## config.mk

```make
export PLATFORM = sky130hd
export DESIGN_NAME = confidence_drift_trigger_flat
export DESIGN_NICKNAME = d
export VERILOG_FILES = /design/src/hdl/cdt_pkg.sv /design/src/hdl/cdt_channels.sv /design/src/hdl/confidence_drift_trigger.sv /design/src/hdl/cdt_lane.sv /design/src/hdl/cdt_ring.sv /design/src/hdl/cdt_merge.sv /design/src/flat_wrapper.sv
export SDC_FILE = /design/constraint.sdc
export NUM_CORES = 2
export LEC_CHECK = 0
export ABC_CLOCK_PERIOD_IN_PS = 30600
export BUFFER_PORTS_ARGS = -buffer_cell sky130_fd_sc_hd__buf_2
export CORE_ASPECT_RATIO = 1.25
export CORE_MARGIN = 2
export CORE_UTILIZATION = 55
export CTS_CLUSTER_SIZE = 40
export DETAILED_ROUTE_END_ITERATION = 16
export HOLD_SLACK_MARGIN = 0.15
export PLACE_DENSITY = 0.81
export SLEW_MARGIN = 40
export SYNTH_ARGS = -nofsm -noshare
export SYNTH_HDL_FRONTEND = slang
export SYNTH_SLANG_ARGS = --single-unit
```

## constraint.sdc

```tcl
create_clock -name clock -period 30.6 [get_ports clock]
set_input_delay 0 -clock clock [delete_from_list [all_inputs] [get_ports clock]]
set_output_delay 0 -clock clock [all_outputs]
set_load 0.01 [all_outputs]
```

## src/hdl/cdt_pkg.sv

```systemverilog
// Shared constants, codes and structs for the confidence drift trigger.
// Depends on nothing; the design files refer to it by scoped names, the testbench files import it.
package cdt_pkg;

   // Correction ring
   localparam int RING_DEPTH = 16;
   localparam int RING_AW    = $clog2(RING_DEPTH);
   localparam int RING_CW    = $clog2(RING_DEPTH + 1);

   // Field widths
   localparam int CONF_W     = 17;
   localparam int INTERVAL_W = 16;
   localparam int COUNT_W    = 8;
   localparam int TASK_IN_W  = 8;
   localparam int TASK_W     = 2;
   localparam int LABEL_W    = 8;
   localparam int PENDING_W  = 5;
   localparam int CSR_IDX_W  = 2;
   localparam int NUM_LANES  = 3;

   // Constants of the drift rule
   localparam logic [CONF_W-1:0]     AVG_RESET   = 17'd65536;
   localparam logic [COUNT_W-1:0]    COUNT_MAX   = 8'd255;
   localparam logic [COUNT_W-1:0]    MIN_WINDOWS = 8'd10;
   localparam logic [COUNT_W-1:0]    HOLD_RUN    = 8'd3;
   localparam logic [INTERVAL_W-1:0] WST_MAX     = 16'hFFFF;
   localparam logic [TASK_IN_W-1:0]  TASK_MAX    = 8'd2;

   // Operation codes
   typedef logic [1:0] op_type;
   localparam op_type OP_WINDOW = 2'd0;
   localparam op_type OP_ADD    = 2'd1;
   localparam op_type OP_POP    = 2'd2;

   // Trigger reasons
   typedef logic [1:0] reason_type;
   localparam reason_type REASON_NONE     = 2'd0;
   localparam reason_type REASON_USER     = 2'd1;
   localparam reason_type REASON_DRIFT    = 2'd2;
   localparam reason_type REASON_PERIODIC = 2'd3;

   // Register indexes
   typedef logic [CSR_IDX_W-1:0] csr_idx_type;
   localparam csr_idx_type REG_ALPHA     = 2'd0;
   localparam csr_idx_type REG_THRESHOLD = 2'd1;
   localparam csr_idx_type REG_INTERVAL  = 2'd2;

   // Lane state after the current request
   typedef struct packed {
      logic flag;
      logic held;
   } lane_status_type;

   // Ring outcome of the current request
   typedef struct packed {
      logic                 accepted;
      logic [TASK_W-1:0]    popped_task;
      logic [LABEL_W-1:0]   popped_label;
      logic                 nonempty;
      logic [PENDING_W-1:0] pending;
   } ring_status_type;

   // One result
   typedef struct packed {
      logic                 accepted;
      logic [TASK_W-1:0]    popped_task;
      logic [LABEL_W-1:0]   popped_label;
      logic                 train_request;
      reason_type           trigger_reason;
      logic [NUM_LANES-1:0] drift_flags;
      logic [PENDING_W-1:0] pending_count;
   } rsp_type;

endpackage

```

## src/hdl/cdt_channels.sv

```systemverilog
// Valid/ready channel interfaces for request, result and register write.
// Depends on cdt_pkg for field widths.
interface cdt_req_if;
   logic                          valid;
   logic                          ready;
   logic [1:0]                    op;
   logic                          window_valid;
   logic [cdt_pkg::CONF_W-1:0]    activity_conf;
   logic [cdt_pkg::CONF_W-1:0]    stress_conf;
   logic [cdt_pkg::CONF_W-1:0]    rhythm_conf;
   logic [cdt_pkg::TASK_IN_W-1:0] corr_task;
   logic [cdt_pkg::LABEL_W-1:0]   corr_label;

   modport source (output valid, op, window_valid, activity_conf, stress_conf,
                   rhythm_conf, corr_task, corr_label, input ready);
   modport sink   (input valid, op, window_valid, activity_conf, stress_conf,
                   rhythm_conf, corr_task, corr_label, output ready);
endinterface

interface cdt_rsp_if;
   logic                          valid;
   logic                          ready;
   logic                          accepted;
   logic [cdt_pkg::TASK_W-1:0]    popped_task;
   logic [cdt_pkg::LABEL_W-1:0]   popped_label;
   logic                          train_request;
   logic [1:0]                    trigger_reason;
   logic [cdt_pkg::NUM_LANES-1:0] drift_flags;
   logic [cdt_pkg::PENDING_W-1:0] pending_count;

   modport source (output valid, accepted, popped_task, popped_label, train_request,
                   trigger_reason, drift_flags, pending_count, input ready);
   modport sink   (input valid, accepted, popped_task, popped_label, train_request,
                   trigger_reason, drift_flags, pending_count, output ready);
endinterface

interface cdt_csr_if;
   logic                          valid;
   logic                          ready;
   logic [cdt_pkg::CSR_IDX_W-1:0] index;
   logic [cdt_pkg::CONF_W-1:0]    data;

   modport source (output valid, index, data, input ready);
   modport sink   (input valid, index, data, output ready);
endinterface

```

## src/hdl/confidence_drift_trigger.sv

```systemverilog
// Top level of the confidence drift trigger: registers, three lanes, ring,
// merge stage and a two-entry result buffer. Depends on cdt_pkg, the channel
// interfaces, cdt_lane, cdt_ring and cdt_merge.
//
//   channel   direction  handshake    carries
//   req_ch    in         valid/ready  op, window fields, correction fields
//   rsp_ch    out        valid/ready  accepted, popped entry, trigger, flags, count
//   csr_ch    in         valid/ready  register index, write data (always ready)
//
// One request per cycle while the skid entry is free; its result is registered in the
// output register, or in the skid entry while the output is stalled. The rate is set
// by the combinational multiply-add feedback of each lane and the one write / one read port of the ring memory.
// Synchronous reset clears all counters, averages and pointers; the ring
// contents are not cleared and there is no clearing pass.
// A stalled result is held in the output register and a second request is
// absorbed by the skid entry; requests stop only while that entry is full.
module confidence_drift_trigger (
   input  logic      clock,
   input  logic      reset,
   cdt_req_if.sink   req_ch,
   cdt_rsp_if.source rsp_ch,
   cdt_csr_if.sink   csr_ch
);

   // Configuration registers
   logic [cdt_pkg::CONF_W-1:0]     alpha_ff;
   logic [cdt_pkg::CONF_W-1:0]     threshold_ff;
   logic [cdt_pkg::INTERVAL_W-1:0] interval_ff;

   // Request decode
   logic accept, window_update, add_req, pop_req;
   logic [cdt_pkg::CONF_W-1:0] conf [cdt_pkg::NUM_LANES];

   cdt_pkg::lane_status_type lane_status [cdt_pkg::NUM_LANES];
   cdt_pkg::ring_status_type ring_status;
   cdt_pkg::rsp_type         result;

   // Result buffer: output register plus skid entry
   cdt_pkg::rsp_type out_ff, skid_ff;
   logic             out_valid_ff, skid_valid_ff;
   logic             take;

   assign csr_ch.ready = 1'b1;

   // Take register writes; ignore indexes beyond the list
   always_ff @(posedge clock) begin
      if (reset) begin
         alpha_ff     <= 17'd6554;
         threshold_ff <= 17'd39322;
         interval_ff  <= 16'd100;
      end else if (csr_ch.valid) begin
         unique case (csr_ch.index)
            cdt_pkg::REG_ALPHA:     alpha_ff     <= csr_ch.data;
            cdt_pkg::REG_THRESHOLD: threshold_ff <= csr_ch.data;
            cdt_pkg::REG_INTERVAL:  interval_ff  <= csr_ch.data[cdt_pkg::INTERVAL_W-1:0];
            default: ;
         endcase
      end
   end

   // Accept a request whenever the skid entry is free
   assign req_ch.ready  = !skid_valid_ff;
   assign accept        = req_ch.valid && !skid_valid_ff;
   assign window_update = accept && (req_ch.op == cdt_pkg::OP_WINDOW) && req_ch.window_valid;
   assign add_req       = accept && (req_ch.op == cdt_pkg::OP_ADD);
   assign pop_req       = accept && (req_ch.op == cdt_pkg::OP_POP);

   assign conf[0] = req_ch.activity_conf;
   assign conf[1] = req_ch.stress_conf;
   assign conf[2] = req_ch.rhythm_conf;

   // One lane per task, all updated by the same window
   for (genvar t = 0; t < cdt_pkg::NUM_LANES; t++) begin : g_lane
      cdt_lane u_lane (
         .clock     (clock),
         .reset     (reset),
         .update    (window_update),
         .conf      (conf[t]),
         .alpha     (alpha_ff),
         .threshold (threshold_ff),
         .status    (lane_status[t])
      );
   end

   cdt_ring u_ring (
      .clock      (clock),
      .reset      (reset),
      .add_req    (add_req),
      .pop_req    (pop_req),
      .corr_task  (req_ch.corr_task),
      .corr_label (req_ch.corr_label),
      .status     (ring_status)
   );

   cdt_merge u_merge (
      .clock         (clock),
      .reset         (reset),
      .op            (req_ch.op),
      .window_update (window_update),
      .interval      (interval_ff),
      .lanes         (lane_status),
      .ring          (ring_status),
      .result        (result)
   );

   assign take = out_valid_ff && rsp_ch.ready;

   // Advance the buffer: refill from skid first, else load the new result
   always_ff @(posedge clock) begin
      if (reset) begin
         out_valid_ff  <= 1'b0;
         skid_valid_ff <= 1'b0;
      end else if (skid_valid_ff) begin
         if (take) begin
            out_valid_ff  <= 1'b1;
            skid_valid_ff <= 1'b0;
         end
      end else if (accept) begin
         if (!out_valid_ff || take) begin
            out_valid_ff <= 1'b1;
         end else begin
            skid_valid_ff <= 1'b1;
         end
      end else if (take) begin
         out_valid_ff <= 1'b0;
      end
   end

   // Payload registers need no reset
   always_ff @(posedge clock) begin
      if (skid_valid_ff) begin
         if (take) begin
            out_ff <= skid_ff;
         end
      end else if (accept) begin
         if (!out_valid_ff || take) begin
            out_ff <= result;
         end else begin
            skid_ff <= result;
         end
      end
   end

   assign rsp_ch.valid          = out_valid_ff;
   assign rsp_ch.accepted       = out_ff.accepted;
   assign rsp_ch.popped_task    = out_ff.popped_task;
   assign rsp_ch.popped_label   = out_ff.popped_label;
   assign rsp_ch.train_request  = out_ff.train_request;
   assign rsp_ch.trigger_reason = out_ff.trigger_reason;
   assign rsp_ch.drift_flags    = out_ff.drift_flags;
   assign rsp_ch.pending_count  = out_ff.pending_count;

endmodule

```

## src/hdl/cdt_lane.sv

```systemverilog
// One confidence lane: moving average, window count and drift run.
// Depends on cdt_pkg.
module cdt_lane (
   input  logic                       clock,
   input  logic                       reset,
   input  logic                       update,
   input  logic [cdt_pkg::CONF_W-1:0] conf,
   input  logic [cdt_pkg::CONF_W-1:0] alpha,
   input  logic [cdt_pkg::CONF_W-1:0] threshold,
   output cdt_pkg::lane_status_type   status
);

   logic [cdt_pkg::CONF_W-1:0]  avg_ff, avg_in;
   logic [cdt_pkg::COUNT_W-1:0] seen_ff, seen_in;
   logic [cdt_pkg::COUNT_W-1:0] run_ff, run_in;
   logic                        flag_ff, flag_in;

   logic signed [cdt_pkg::CONF_W:0]     diff;
   logic signed [2*cdt_pkg::CONF_W+1:0] prod;
   logic signed [cdt_pkg::CONF_W+2:0]   step;
   logic signed [cdt_pkg::CONF_W+3:0]   sum;
   logic [cdt_pkg::CONF_W-1:0]          avg_new;
   logic [cdt_pkg::COUNT_W-1:0]         seen_new;

   always_comb begin
      diff = $signed({1'b0, conf}) - $signed({1'b0, avg_ff});
      prod = $signed({1'b0, alpha}) * diff;
      // floor shift by 16: keep the upper bits
      step = $signed(prod[2*cdt_pkg::CONF_W+1:16]);
      sum  = $signed({4'b0, avg_ff}) + $signed({step[cdt_pkg::CONF_W+2], step});
      if (sum < 0) begin
         avg_new = '0;
      end else if (sum > $signed({4'b0, {cdt_pkg::CONF_W{1'b1}}})) begin
         avg_new = {cdt_pkg::CONF_W{1'b1}};
      end else begin
         avg_new = sum[cdt_pkg::CONF_W-1:0];
      end
      seen_new = (seen_ff == cdt_pkg::COUNT_MAX) ? seen_ff : seen_ff + 1'b1;

      avg_in  = avg_ff;
      seen_in = seen_ff;
      flag_in = flag_ff;
      run_in  = run_ff;
      if (update) begin
         avg_in  = avg_new;
         seen_in = seen_new;
         if (avg_new < threshold && seen_new > cdt_pkg::MIN_WINDOWS) begin
            flag_in = 1'b1;
            run_in  = (run_ff == cdt_pkg::COUNT_MAX) ? run_ff : run_ff + 1'b1;
         end else begin
            flag_in = 1'b0;
            run_in  = '0;
         end
      end
      status.flag = flag_in;
      status.held = flag_in && (run_in >= cdt_pkg::HOLD_RUN);
   end

   always_ff @(posedge clock) begin
      if (reset) begin
         avg_ff  <= cdt_pkg::AVG_RESET;
         seen_ff <= '0;
         flag_ff <= 1'b0;
         run_ff  <= '0;
      end else begin
         avg_ff  <= avg_in;
         seen_ff <= seen_in;
         flag_ff <= flag_in;
         run_ff  <= run_in;
      end
   end

endmodule

```

## src/hdl/cdt_ring.sv

```systemverilog
// Correction ring: task/label memory with pointers and fill count.
// Depends on cdt_pkg.
module cdt_ring (
   input  logic                          clock,
   input  logic                          reset,
   input  logic                          add_req,
   input  logic                          pop_req,
   input  logic [cdt_pkg::TASK_IN_W-1:0] corr_task,
   input  logic [cdt_pkg::LABEL_W-1:0]   corr_label,
   output cdt_pkg::ring_status_type      status
);

   logic [cdt_pkg::TASK_W-1:0]  ring_task_ff  [cdt_pkg::RING_DEPTH];
   logic [cdt_pkg::LABEL_W-1:0] ring_label_ff [cdt_pkg::RING_DEPTH];
   logic [cdt_pkg::TASK_W-1:0]  head_task_ff;
   logic [cdt_pkg::LABEL_W-1:0] head_label_ff;

   logic [cdt_pkg::RING_AW-1:0] wr_ptr_ff, wr_ptr_in;
   logic [cdt_pkg::RING_AW-1:0] rd_ptr_ff, rd_ptr_in;
   logic [cdt_pkg::RING_CW-1:0] count_ff, count_in;

   logic                                  do_add, do_pop, full, bypass;
   logic [cdt_pkg::RING_AW-1:0]           wr_ptr_inc, rd_ptr_inc;
   logic [cdt_pkg::RING_CW+cdt_pkg::PENDING_W-1:0] count_ext;

   always_comb begin
      do_add = add_req && (corr_task <= cdt_pkg::TASK_MAX);
      do_pop = pop_req && (count_ff != '0);
      full   = (count_ff == cdt_pkg::RING_CW'(cdt_pkg::RING_DEPTH));
      wr_ptr_inc = (wr_ptr_ff == cdt_pkg::RING_AW'(cdt_pkg::RING_DEPTH - 1)) ?
                   '0 : wr_ptr_ff + 1'b1;
      rd_ptr_inc = (rd_ptr_ff == cdt_pkg::RING_AW'(cdt_pkg::RING_DEPTH - 1)) ?
                   '0 : rd_ptr_ff + 1'b1;

      wr_ptr_in = wr_ptr_ff;
      rd_ptr_in = rd_ptr_ff;
      count_in  = count_ff;
      if (do_add) begin
         wr_ptr_in = wr_ptr_inc;
         if (full) begin
            rd_ptr_in = rd_ptr_inc;   // drop the oldest entry
         end else begin
            count_in = count_ff + 1'b1;
         end
      end else if (do_pop) begin
         rd_ptr_in = rd_ptr_inc;
         count_in  = count_ff - 1'b1;
      end
      // head register follows the new read pointer; forward a same-slot write
      bypass = do_add && (wr_ptr_ff == rd_ptr_in);

      count_ext           = {{cdt_pkg::PENDING_W{1'b0}}, count_in};
      status.accepted     = do_add || do_pop;
      status.popped_task  = do_pop ? head_task_ff  : '0;
      status.popped_label = do_pop ? head_label_ff : '0;
      status.nonempty     = (count_in != '0);
      status.pending      = count_ext[cdt_pkg::PENDING_W-1:0];
   end

   always_ff @(posedge clock) begin
      if (do_add) begin
         ring_task_ff[wr_ptr_ff]  <= corr_task[cdt_pkg::TASK_W-1:0];
         ring_label_ff[wr_ptr_ff] <= corr_label;
      end
      if (bypass) begin
         head_task_ff  <= corr_task[cdt_pkg::TASK_W-1:0];
         head_label_ff <= corr_label;
      end else begin
         head_task_ff  <= ring_task_ff[rd_ptr_in];
         head_label_ff <= ring_label_ff[rd_ptr_in];
      end
   end

   always_ff @(posedge clock) begin
      if (reset) begin
         wr_ptr_ff <= '0;
         rd_ptr_ff <= '0;
         count_ff  <= '0;
      end else begin
         wr_ptr_ff <= wr_ptr_in;
         rd_ptr_ff <= rd_ptr_in;
         count_ff  <= count_in;
      end
   end

endmodule

```

## src/hdl/cdt_merge.sv

```systemverilog
// Merge stage: combines lane and ring outcomes into one result and keeps
// the window-since-training counter. Depends on cdt_pkg.
module cdt_merge (
   input  logic                                clock,
   input  logic                                reset,
   input  logic [1:0]                          op,
   input  logic                                window_update,
   input  logic [cdt_pkg::INTERVAL_W-1:0]      interval,
   input  cdt_pkg::lane_status_type            lanes [cdt_pkg::NUM_LANES],
   input  cdt_pkg::ring_status_type            ring,
   output cdt_pkg::rsp_type                    result
);

   logic [cdt_pkg::INTERVAL_W-1:0] wst_ff, wst_in;
   logic                           any_held;
   cdt_pkg::reason_type            reason;

   always_comb begin
      wst_in = (window_update && wst_ff != cdt_pkg::WST_MAX) ? wst_ff + 1'b1 : wst_ff;

      any_held = 1'b0;
      for (int t = 0; t < cdt_pkg::NUM_LANES; t++) begin
         any_held = any_held | lanes[t].held;
         result.drift_flags[t] = lanes[t].flag;
      end

      // corrections first, then held drift, then the periodic check
      if (ring.nonempty) begin
         reason = cdt_pkg::REASON_USER;
      end else if (any_held) begin
         reason = cdt_pkg::REASON_DRIFT;
      end else if (wst_in >= interval && ring.nonempty) begin
         reason = cdt_pkg::REASON_PERIODIC;
      end else begin
         reason = cdt_pkg::REASON_NONE;
      end

      unique case (op)
         cdt_pkg::OP_WINDOW: result.accepted = 1'b1;
         cdt_pkg::OP_ADD,
         cdt_pkg::OP_POP:    result.accepted = ring.accepted;
         default:            result.accepted = 1'b0;
      endcase
      result.popped_task    = ring.popped_task;
      result.popped_label   = ring.popped_label;
      result.trigger_reason = reason;
      result.train_request  = (reason != cdt_pkg::REASON_NONE);
      result.pending_count  = ring.pending;
   end

   always_ff @(posedge clock) begin
      if (reset) begin
         wst_ff <= '0;
      end else begin
         wst_ff <= wst_in;
      end
   end

endmodule

```

## src/flat_wrapper.sv

```systemverilog
// flat-port wrapper written by rule: the top's interface ports become plain ports
module confidence_drift_trigger_flat 
  (clock, reset, req_ch_valid, req_ch_op, req_ch_window_valid, req_ch_activity_conf, req_ch_stress_conf, req_ch_rhythm_conf, req_ch_corr_task, req_ch_corr_label, req_ch_ready, rsp_ch_valid, rsp_ch_accepted, rsp_ch_popped_task, rsp_ch_popped_label, rsp_ch_train_request, rsp_ch_trigger_reason, rsp_ch_drift_flags, rsp_ch_pending_count, rsp_ch_ready, csr_ch_valid, csr_ch_index, csr_ch_data, csr_ch_ready);
  cdt_req_if req_ch_i ();
  cdt_rsp_if rsp_ch_i ();
  cdt_csr_if csr_ch_i ();
  input  logic clock;
  input  logic reset;
  input wire logic [$bits(req_ch_i.valid)-1:0] req_ch_valid;
  input wire logic [$bits(req_ch_i.op)-1:0] req_ch_op;
  input wire logic [$bits(req_ch_i.window_valid)-1:0] req_ch_window_valid;
  input wire logic [$bits(req_ch_i.activity_conf)-1:0] req_ch_activity_conf;
  input wire logic [$bits(req_ch_i.stress_conf)-1:0] req_ch_stress_conf;
  input wire logic [$bits(req_ch_i.rhythm_conf)-1:0] req_ch_rhythm_conf;
  input wire logic [$bits(req_ch_i.corr_task)-1:0] req_ch_corr_task;
  input wire logic [$bits(req_ch_i.corr_label)-1:0] req_ch_corr_label;
  output wire logic [$bits(req_ch_i.ready)-1:0] req_ch_ready;
  output wire logic [$bits(rsp_ch_i.valid)-1:0] rsp_ch_valid;
  output wire logic [$bits(rsp_ch_i.accepted)-1:0] rsp_ch_accepted;
  output wire logic [$bits(rsp_ch_i.popped_task)-1:0] rsp_ch_popped_task;
  output wire logic [$bits(rsp_ch_i.popped_label)-1:0] rsp_ch_popped_label;
  output wire logic [$bits(rsp_ch_i.train_request)-1:0] rsp_ch_train_request;
  output wire logic [$bits(rsp_ch_i.trigger_reason)-1:0] rsp_ch_trigger_reason;
  output wire logic [$bits(rsp_ch_i.drift_flags)-1:0] rsp_ch_drift_flags;
  output wire logic [$bits(rsp_ch_i.pending_count)-1:0] rsp_ch_pending_count;
  input wire logic [$bits(rsp_ch_i.ready)-1:0] rsp_ch_ready;
  input wire logic [$bits(csr_ch_i.valid)-1:0] csr_ch_valid;
  input wire logic [$bits(csr_ch_i.index)-1:0] csr_ch_index;
  input wire logic [$bits(csr_ch_i.data)-1:0] csr_ch_data;
  output wire logic [$bits(csr_ch_i.ready)-1:0] csr_ch_ready;
  assign req_ch_i.valid = req_ch_valid;
  assign req_ch_i.op = req_ch_op;
  assign req_ch_i.window_valid = req_ch_window_valid;
  assign req_ch_i.activity_conf = req_ch_activity_conf;
  assign req_ch_i.stress_conf = req_ch_stress_conf;
  assign req_ch_i.rhythm_conf = req_ch_rhythm_conf;
  assign req_ch_i.corr_task = req_ch_corr_task;
  assign req_ch_i.corr_label = req_ch_corr_label;
  assign req_ch_ready = req_ch_i.ready;
  assign rsp_ch_valid = rsp_ch_i.valid;
  assign rsp_ch_accepted = rsp_ch_i.accepted;
  assign rsp_ch_popped_task = rsp_ch_i.popped_task;
  assign rsp_ch_popped_label = rsp_ch_i.popped_label;
  assign rsp_ch_train_request = rsp_ch_i.train_request;
  assign rsp_ch_trigger_reason = rsp_ch_i.trigger_reason;
  assign rsp_ch_drift_flags = rsp_ch_i.drift_flags;
  assign rsp_ch_pending_count = rsp_ch_i.pending_count;
  assign rsp_ch_i.ready = rsp_ch_ready;
  assign csr_ch_i.valid = csr_ch_valid;
  assign csr_ch_i.index = csr_ch_index;
  assign csr_ch_i.data = csr_ch_data;
  assign csr_ch_ready = csr_ch_i.ready;
  confidence_drift_trigger u_core (.clock(clock), .reset(reset), .req_ch(req_ch_i), .rsp_ch(rsp_ch_i), .csr_ch(csr_ch_i));
endmodule
```

==> impl_metrics.ini <==
[logic_synthesis]
synth.area.mux_share = 0.0266
synth_edf_count = 204
yosysTopAreaCell = fa_1
synthCells = 5623
synth_top_area_frac = 0.282
synthAdderAreaFrac = 0.417
synthXorXnorAreaFrac = 0.0275
ys_warn_count = 0
ys_seq_elements = 359
synth_compound_area_frac = 0.0898
synth_top_family_by_area = adder cells
synth_top_flop_cell = edfxtp_1
synth_nets = 6993
yosys.area_share.simple = 0.164
netlist_top_cells_area = fa_1 (28%), ha_1 (13%), edfxtp_1 (12%)
synth_common_cells = inv_1 (1067), nand2_1 (742), fa_1 (723)
yosysSeqAreaShare = 0.180
syn-cell-area_mm2 = 0.0513
avgSynthCellArea_um2 = 9.13
synth_cell_types = 98
synth-async-reset-ratio = 0
post-synth-top-count-cell = inv_1

[sta]
setup_viol = 0
skew_ns = 0.0202
rsz0062_at_grt = false
tightest_slew_ns = 0.864
slew-limit-headroom = 0.424
layout_min_cycle_time_ns = 15.09
finalMaxSlewViolations = 0
fmax_mhz = 66.3
tns_ns = 0
final_hold_viol_count = 0
finalCritPeriodShare = 0.493

[clock_network]
cts.clk_slew.worst_paths_ns = 0.06
cts.htree.levels = 2
ctsResizeCount = 0
clk_latency_ns = 0.54
clockBufferDepth = 3
cts_sinks = 359
cts-root-buf = clkbuf_16
cts_tree = built
numCtsBuffers = 34
postCtsSetupBuffers = 0

[flow_run]
max_cap_viol_count = 0

[global_route]
grt_max_degree = 81
antenna_found_initial = 14
globalRouteOverflowTotal = 0
grtUsageTotal = 0.290
first_global_vias = 42500
grt_pass1_wl_mm = 222

[critical_path]
max_stage_delay_ns = 0.72
crit_fanout = 17
crit_path_start_kind = flop
path_class = flop to flop
cp-end-kind = flop
cp.required_ns = 31.01
worst_ep_arrival_time_ns = 15.49
cp_slowest_cell = a41oi_1

[routing]
antenna_left = 0
avgViaCountPerCell = 5.81
first_pass_iters = 6
drt_iter0_drc = 3319
vias = 40000
wire_per_inst_um = 19.9
route.detailed.drc = 0
totalWireLength_mm = 137

[outcome]
status = complete, no violations

[floorplanning]
initial_core_util = 0.554
core_area_mm2 = 0.0927
die_area_mm2 = 0.0958
ios = 119
num_rows = 125
die_w_um = 277
die_y_um = 346

[layout]
area_delta_synth_final_pct = 7.07
drive_above_1_share = 0.0679
utilization = 0.593
num-nets-final = 7028

[placed_design]
gp_congestion = 0.962
dp_hpwl_mm = 105
port_buffers = 117

[min_path]
min_path_type = input pin to flop
[sequential cells by signal, summed over array words and instances, names as in the netlist, 8 cells and up, named ones only]
register and flops:
u_core.u_ring.ring_label_ff 128, u_core.skid_ff 22, u_core.g_lane.u_lane.seen_ff 24, u_core.rsp_ch.popped_label 8
u_core.g_lane.u_lane.avg_ff 51, u_core.alpha_ff 17, u_core.g_lane.u_lane.run_ff 24, u_core.u_ring.ring_task_ff 32
u_core.threshold_ff 17
[metrics by stage]
stage | setup slack, ns | instances | hold WS [ns] | instance area (um2)
final | 15.51 | 6897 | 0.188 | 55000
after global routing | 14.51 | 6891 | 0.229 | 55000
after detailed placement | 15.78 | 6779 | 0.225 | 53300
after global placement | 16.09 | 6779 | 0.223 | 53200
after CTS | 15.71 | 6890 | 0.184 | 54900
after floorplan | 17.62 | 5623 | 0.0989 | 51300
[routing by layer]
metal | routed length, um | global-route usage | share of wire
met3 | 10200 | 0.0450 | 0.074
met1 | 50900 | 0.347 | 0.37
met2 | 67600 | 0.504 | 0.49
met5 | 122 | 0 | 0.00089
met4 | 8250 | 0.149 | 0.060
[final cells by class]
type                    instances  area, um2
fillers                      7499      37800
multi-input cells            3954      37300
flip-flops and latches        359       9260
inverters                    1070       4020
repair buffers                239       1630
well taps                    1206       1510
clock buffers                  47        951
clock inverters                15        249
diodes                          7       17.5
[cells in the final DEF, fill, tap and decap left out, drive strengths merged, types with 87 or more instances in the layout]
master / netlist / final
nand2b: 87 / 87
and2: 291 / 291
nor2: 242 / 242
ha: 553 / 553
o21ai: 109 / 109
buf: 14 / 190
fa: 723 / 723
nand2: 742 / 742
xnor2: 107 / 107
dfxtp: 155 / 155
edfxtp: 204 / 204
inv: 1068 / 1071
a21oi: 254 / 254
[final timing paths]
check	slack, ns	start	endpoint	depth (start not counted)
worst max-delay path	15.51	u_core.g_lane[2].u_lane.avg_ff[1]$_SDFFE_PP0P_	u_core.rsp_ch.trigger_reason[1]$_DFFE_PP_	58
worst min-delay path	0.19	req_ch_corr_task[6]	u_core.u_ring.wr_ptr_ff[1]$_SDFFE_PP0P_	5
worst max register to register	15.51	u_core.g_lane[2].u_lane.avg_ff[1]$_SDFFE_PP0P_	u_core.rsp_ch.trigger_reason[1]$_DFFE_PP_	58
worst min register to register	0.46	u_core.threshold_ff[16]$_SDFFE_PP0P_	u_core.threshold_ff[16]$_SDFFE_PP0P_	2
[kinds of logic after synthesis]
group	after synthesis
and+or+nand+nor	1735
buffers and inverters	1310
adders and majority gates	1276
AOI/OAI and AO/OA	708
DFF	359
xor gates and xnor gates	161
muxes	73
other	1
[critical path, delay by kind of cell (launching register included)]
| kind | cells | cell delay, ns |
|---|---|---|
| compound gates | 30 | 8.09 |
| fa+ha+maj | 10 | 4.01 |
| simple gates | 9 | 1.47 |
| buf+inv | 7 | 0.64 |
| flops | 1 | 0.45 |
| xor+xnor | 2 | 0.32 |
[timing repair]
item,CTS,global route
hold buffers,49,0
setup endpoints to repair,0,0
endpoints found under the hold margin,257,0
Power is left out: the tool's default activity adds up to more than one toggle a clock period on the data nets, which glitch-free logic cannot reach.
